<file path="src/rtl/core/rkga_pkg.sv">
// ----------------------------------------------------------------------------
// rkga_pkg
// Shared types and codes for the radial kernel grid accumulator.
// ----------------------------------------------------------------------------
package rkga_pkg;

  localparam int N_W   = 48;  // squared, scaled distance d^2 * (L-1)^2
  localparam int H_W   = 12;  // kernel half width, Q4.8
  localparam int LSQ_W = 24;  // (L-1)^2

  typedef enum logic [1:0] {
    REQ_LOAD   = 2'd0,
    REQ_SAMPLE = 2'd1,
    REQ_READ   = 2'd2,
    REQ_CLEAR  = 2'd3
  } req_e;

  typedef enum logic [1:0] {
    CFG_DIMS  = 2'd0,
    CFG_HALF  = 2'd1,
    CFG_LEN   = 2'd2
  } cfg_e;

  typedef struct packed {
    logic             start;
    logic [N_W-1:0]   n;
    logic [H_W-1:0]   h;
  } srch_req_t;

endpackage

</file>
<file path="src/rtl/core/rkga_ksearch.sv">
// ----------------------------------------------------------------------------
// rkga_ksearch
// Kernel index search: largest k with (k*h)^2 <= n, one bit at a time, top bit first.
// ----------------------------------------------------------------------------
module rkga_ksearch import rkga_pkg::*; #(
  parameter int KAW = 10
) (
  input  logic            clk_i,
  input  logic            rst_ni,
  input  srch_req_t       req_i,
  output logic [KAW-1:0]  ki_o,
  output logic            done_o
);

  localparam int BW = $clog2(KAW);
  localparam int PW = KAW + H_W;

  logic           busy_q, phase_q, done_q;
  logic [BW-1:0]  bit_q;
  logic [KAW-1:0] ki_q, cand;
  logic [PW-1:0]  p_q;
  logic [2*PW-1:0] sq;

  assign cand = ki_q | (KAW'(1) << bit_q);
  assign sq   = p_q * p_q;

  always_ff @(posedge clk_i or negedge rst_ni) begin
    if (!rst_ni) begin
      busy_q  <= 1'b0;
      phase_q <= 1'b0;
      done_q  <= 1'b0;
      bit_q   <= '0;
      ki_q    <= '0;
    end else begin
      done_q <= 1'b0;
      if (req_i.start) begin
        busy_q  <= 1'b1;
        phase_q <= 1'b0;
        bit_q   <= BW'(KAW - 1);
        ki_q    <= '0;
      end else if (busy_q) begin
        phase_q <= ~phase_q;
        if (phase_q) begin
          if (N_W'(sq) <= req_i.n) begin
            ki_q <= cand;
          end
          if (bit_q == '0) begin
            busy_q <= 1'b0;
            done_q <= 1'b1;
          end else begin
            bit_q <= bit_q - BW'(1);
          end
        end
      end
    end
  end

  always_ff @(posedge clk_i) begin
    if (busy_q && !phase_q) begin
      p_q <= PW'(cand) * PW'(req_i.h);
    end
  end

  assign ki_o   = ki_q;
  assign done_o = done_q;

endmodule

</file>
<file path="config.mk">
export PLATFORM = sky130hd
export DESIGN_NAME = rkga_ksearch
export DESIGN_NICKNAME = d
export VERILOG_FILES = /design/src/rtl/core/rkga_pkg.sv /design/src/rtl/core/rkga_ksearch.sv
export SDC_FILE = /design/constraint.sdc
export NUM_CORES = 1
export LEC_CHECK = 0
export BUFFER_PORTS_ARGS = -buffer_cell sky130_fd_sc_hd__buf_2
export CORE_ASPECT_RATIO = 1.75
export CORE_MARGIN = 2
export CORE_UTILIZATION = 40
export CTS_CLUSTER_SIZE = 20
export DETAILED_ROUTE_END_ITERATION = 10
export HOLD_SLACK_MARGIN = 0.02
export MAX_ROUTING_LAYER = met4
export PLACE_DENSITY = 0.66
export SLEW_MARGIN = 20
export SYNTH_ARGS = -nofsm -noshare
export SYNTH_HDL_FRONTEND = slang
export SYNTH_SLANG_ARGS = --single-unit
</file>
<file path="constraint.sdc">
create_clock -name clk_i -period 15.3 [get_ports clk_i]
set_input_delay 1.53 -clock clk_i [delete_from_list [all_inputs] [get_ports clk_i]]
set_output_delay 1.53 -clock clk_i [all_outputs]
set_load 0.03 [all_outputs]
</file>
==> results of run 1 <==
-- cell type report --
| cell class | instances | area [um^2] |
|---|---|---|
| clock buffers | 5 | 125 |
| clock inverters | 3 | 17.5 |
| fillers | 5006 | 28900 |
| inverters | 597 | 2240 |
| multi-input cells | 1531 | 16800 |
| flip-flops and latches | 39 | 1090 |
| well taps | 666 | 833 |
| repair buffers | 81 | 425 |
-- critical path, delay by kind of cell, from the launching register on --
kind | cells | cell delay [ps]
XOR/XNOR | 1 | 140
adder cells (fa/ha/maj) | 9 | 4220
flip-flops | 1 | 960
buffers and inverters | 5 | 370
AND/OR/NAND/NOR | 6 | 1750
AO/OA/AOI/OAI | 10 | 2320
-- per-layer routing --
metal / vias up / share of wire (%) / track usage, %
met3: 123 / 3.2 / 1.33
met5: - / 0 / -
met1: 7523 / 36 / 20.4
li1: 6823 / - / -
met4: 0 / 4.0 / 8.02
met2: 334 / 57 / 39.3
-- kinds of logic after synthesis --
family | synth area share (%)
AO/OA/AOI/OAI | 7.84
XOR/XNOR | 3.34
adder cells (fa/ha/maj) | 58.1
buffers and inverters | 12.6
flip-flops | 5.31
multiplexers | 0.104
AND/OR/NAND/NOR | 12.8
-- synth_stat cells, drive strengths merged, types with 7 or more instances --
master	number
o21ai	34
buf	17
ha	271
nor2b	23
dfrtp	17
nand4	19
edfxtp	22
clkbuf	60
a211oi	7
a21o	58
nor3	16
fa	423
and2	144
o21bai	9
and3	15
xnor2	53
nand2	210
o21a	8
xor2	25
nor2	53
a21oi	64
a22o	10
inv	597
nand3	16
-- stage by stage --
stage | util [%] | instance area (um^2)
6_report | 42.6 | 21500
5_1_grt | 42.6 | 21500
3_3_place_gp | 42.4 | 21400
3_5_place_dp | 42.4 | 21400
4_1_cts | 42.6 | 21500
2_1_floorplan | - | 20400
-- state kept, by name, summed over array words and instances, names as in the netlist --
name	cells
p_q	22
ki_o	10
bit_q	4
busy_q	1
done_o	1
phase_q	1
-- worst paths after layout --
check                            startpoint              endpoint  slack (ps)  depth (start not counted)
max                        p_q[4]$_DFFE_PP_   ki_o[0]$_DFFE_PN0P_        5420                         31
min                        busy_q$_DFF_PN0_      busy_q$_DFF_PN0_         540                          2
max reg2reg                p_q[4]$_DFFE_PP_   ki_o[0]$_DFFE_PN0P_        5420                         31
min reg2reg                busy_q$_DFF_PN0_      busy_q$_DFF_PN0_         540                          2
max in group asynchronous            rst_ni      busy_q$_DFF_PN0_       13870                          1
min in group asynchronous            rst_ni  bit_q[2]$_DFFE_PN0P_        1150                          1
-- cell usage in the layout (no fill, tap or decap), types with 7 or more instances in the layout --
cell,count
dfrtp_1,17
a21oi_1,62
xor2_1,25
fa_1,423
buf_2,73
and3_1,15
nand3_1,16
nor2_1,53
a21o_1,53
o21bai_1,9
o21a_1,8
edfxtp_1,22
a22o_1,10
buf_4,8
nand2_1,209
xnor2_1,53
nor2b_1,22
nor3_1,16
ha_1,271
and2_1,143
a211oi_1,7
inv_1,597
nand4_1,19
o21ai_0,32
==> run_results.csv, run 1 <==
group,metric,value,unit
status,outcome,"complete, no violations",
floorplan,rows,109,
global_route,first_global_vias,17000,
yosys,synthCells,2246,
timing,drv_slew,0,
finish,area_growth,5.27,%
clock_network,cts_resized,0,
finish,drive_gt1_share,5.19,%
clock_network,clkSinkCount,39,
timing,setup_viol,0,
yosys,yosysWarnings,0,
place,dpl.cell_count,2914,
place,dp_slack,5460,ps
timing,hold_viol_final,0,
global_route,grt_max_degree,27,
timing,clock_skew,9.44,ps
yosys,syn_area,0.0204,mm^2
flow_run,max_cap_violations,0,
yosys,seq_area_frac_synth,5.31,%
timing,fin_crit_sh,64.6,%
floorplan,start_util,40.5,%
yosys,syn-num-nets,3003,
clock_network,hold_buffers,0,
global_route,grt_overflow,0,
floorplan,dieWidth,175,um
routing,totalWireLength,49700,um
routing,vias,14800,
routing,first_iter_violations,675,
hold_path,hold_path.class,"reg2reg",
place,dp_hpwl,43200,um
floorplan,core,0.0505,mm^2
timing,layout_min_cycle_time,9880,ps
global_route,track_usage,20.0,%
yosys,synthFlopType,"edfxtp_1",
yosys,synthTopCellsByArea,"fa_1 41%, ha_1 17%, inv_1 11%",
clock_network,clkTransAtPathRegs,60,ps
setup_path,slowest_stage,"edfxtp_1",
clock_network,cts_inserted_buffers,5,
setup_path,cpMostUsedCell,"fa_1",
floorplan,die-area,0.0530,mm^2
yosys,avgSynthCellArea,9.10,um^2
yosys,yosys.cell_types.count,72,
clock_network,post_cts_buffers,0,
yosys,yosys.area.top_type_share,41.4,%
clock_network,cts_tree,"done",
routing,viasPerCell,5.07,
finish,finalNonFillerCells,2922,
yosys,synth_edf_count,22,
routing,wl_per_cell,17.0,um
timing,slew_headroom,29.7,%
setup_path,path_max_fanout,23,
timing,fin_tns_setup,0,ps
floorplan,ioPinCount,74,
yosys,ys_async_sr_fraction,43.6,%
yosys,netlist.top_cell.by_area,"fa_1",
setup_path,critPathKind,"reg2reg",
place,port_buffers,73,
global_route,grt_first_pass_wirelength,82000,um
global_route,antenna_found_initial,1,
setup_path,cpPeakStageDelay,960,ps
place,gp_congestion,0.900,
yosys,yosys_register_bits,39,
finish,antennaDiodeCount,0,
clock_network,clock_path_buffers,2,
timing,finalWorstSetupSlack,5420,ps
finish,nNetsFinal,3012,
timing,max_freq,0.101,GHz
setup_path,cp.arrival,10050,ps
timing,rsz0062_at_grt,"false",
timing,tightest_slew,1050,ps
timing,whs,543,ps
clock_network,clock_tree.root_cell,"clkbuf_16",
routing,drc,0,
routing,ant_nets,0,
routing,drt_first_pass_iters,5,
setup_path,end_kind,"flip-flop",
clock_network,htreeDepth,2,
floorplan,die_h,303,um
clock_network,clock_latency,290,ps
setup_path,worstPathRequired,15470,ps
setup_path,crit_path_start_kind,"flip-flop",
Power of run 1 is left out: the tool's default activity adds up to more than one toggle a clock period on the data nets, which glitch-free logic cannot reach.
==> inputs of run 2 (changes only) <==
- PLACE_DENSITY: 0.66 -> 0.68
- clock period: 15.3 -> 8.65 ns (I/O delays scaled with it)
==> run_results.csv, run 2 (synthesized netlist as in run 1, its figures left out) <==
group,metric,value,unit
routing,viasPerCell,5.01,
setup_path,cp_num_buf_inv,7,
setup_path,end_kind,"flip-flop",
global_route,grt_max_degree,23,
clock_network,clkSinkCount,39,
floorplan,core,0.0505,mm^2
floorplan,rows,109,
clock_network,clkTransAtPathRegs,60,ps
floorplan,dieWidth,175,um
setup_path,path_max_fanout,5,
global_route,track_usage,21.1,%
setup_path,worstPathRequired,8820,ps
finish,seq_area,0.00109,mm^2
finish,area_growth,16.5,%
place,dpl-instance-area,0.0228,mm^2
routing,vias,15800,
finish,multi_input_area,0.0172,mm^2
timing,slew_headroom,42.5,%
finish,fillers,4742,
setup_path,cpLargestDelayFamily,"adder cells",
routing,wl_per_cell,16.8,um
timing,rsz0062_at_grt,"true",
finish,largest-register,"p_q",
floorplan,die-area,0.0530,mm^2
finish,mostFrequentLayoutCell,"inv_1",
timing,drv_slew,0,
timing,setup_viol,10,
clock_network,clock_path_buffers,2,
timing,fin_crit_sh,102,%
place,port_buffers,73,
flow_run,max_cap_violations,0,
routing,totalWireLength,53000,um
finish,fin_area,0.0238,mm^2
routing,drc,0,
timing,clock_skew,9.11,ps
timing,max_freq,0.114,GHz
status,violations,"setup timing",
routing,ant_nets,0,
setup_path,cpMostUsedCell,"fa_1",
finish,antennaDiodeCount,0,
global_route,antenna_found_initial,0,
timing,finalWorstSetupSlack,-151,ps
clock_network,htreeDepth,2,
setup_path,rr_startpoint,"p_q[5]$_DFFE_PP_",
finish,largest_reg_flops,22,
global_route,grt_first_pass_wirelength,87000,um
finish,nNetsFinal,3244,
finish,layout_common_cells,"578 x inv_1, 414 x fa_1, 261 x ha_1",
clock_network,clock_tree.root_cell,"clkbuf_16",
setup_path,r2r_slack,-150,ps
floorplan,start_util,40.5,%
clock_network,cts_tree,"done",
setup_path,crit_path_start_kind,"flip-flop",
setup_path,cp.arrival,8980,ps
floorplan,ioPinCount,74,
setup_path,rr_worst_depth,33,
timing,layout_min_cycle_time,8800,ps
place,dp_hpwl,46100,um
place,gp_congestion,0.956,
timing,fin_tns_setup,-1290,ps
setup_path,cpPeakStageDelay,610,ps
global_route,grt_overflow,0,
setup_path,slowest_stage,"or4_4",
hold_path,hold_path.class,"in2async",
floorplan,die_h,303,um
setup_path,r2r-end,"ki_o[1]$_DFFE_PN0P_",
timing,tightest_slew,840,ps
finish,drive_gt1_share,17.4,%
clock_network,cts_inserted_buffers,5,
global_route,first_global_vias,18200,
timing,hold_viol_final,0,
routing,drt_first_pass_iters,6,
status,outcome,"finished with violations",
routing,first_iter_violations,664,
clock_network,hold_buffers,0,
clock_network,clock_latency,290,ps
setup_path,critPathKind,"reg2reg",
run 2: how the worst max path moves through the flow:
| stage | startpoint | end | slack [ps] | depth (start not counted) |
|---|---|---|---|---|
| finish | p_q[5]$_DFFE_PP_ | ki_o[1]$_DFFE_PN0P_ | -150 | 33 |
| global route | p_q[10]$_DFFE_PP_ | ki_o[6]$_DFFE_PN0P_ | -420 | 34 |
| CTS | p_q[12]$_DFFE_PP_ | ki_o[7]$_DFFE_PN0P_ | -80 | 32 |
| detailed placement | p_q[6]$_DFFE_PP_ | ki_o[0]$_DFFE_PN0P_ | -730 | 33 |
| global placement | p_q[8]$_DFFE_PP_ | ki_o[0]$_DFFE_PN0P_ | -580 | 31 |
| floorplan | p_q[17]$_DFFE_PP_ | ki_o[0]$_DFFE_PN0P_ | 4 | 31 |
run 2: through the flow:
stage	setup WS (ps)	utilization [%]	hold slack (ps)	cells
4_1_cts	-80.9	46.9	505	3148
5_1_grt	-420	47.2	522	3154
6_report	-151	47.2	492	3154
3_3_place_gp	-584	45.2	512	3103
3_5_place_dp	-727	45.2	525	3103
2_1_floorplan	3.85	-	497	2246
run 2: what timing repair did:
item | CTS | global route
gates cloned | 1 | 0
endpoints found under the setup margin | 10 | 10
buffers inserted | 36 | 6
pin swaps | 84 | 25
gates resized for setup | 106 | 23
run 2: metal layers:
metal  vias to the layer above  track usage, %  share of wire [%]
li1                       7290               -                  -
met1                      7994            21.4                 35
met2                       394            41.5                 57
met3                       136            1.28                3.1
met4                         0            9.07                4.9
met5                         -               -                  0
run 2: cell type report:
class | count | share of cell area (%)
sequential | 39 | 4.56
tap | 666 | 3.50
timing repair buffer | 312 | 9.50
clock buffer | 8 | 0.751
multi-input combinational | 1532 | 72.3
inverter | 597 | 9.41
Power of run 2 is left out for the same reason.
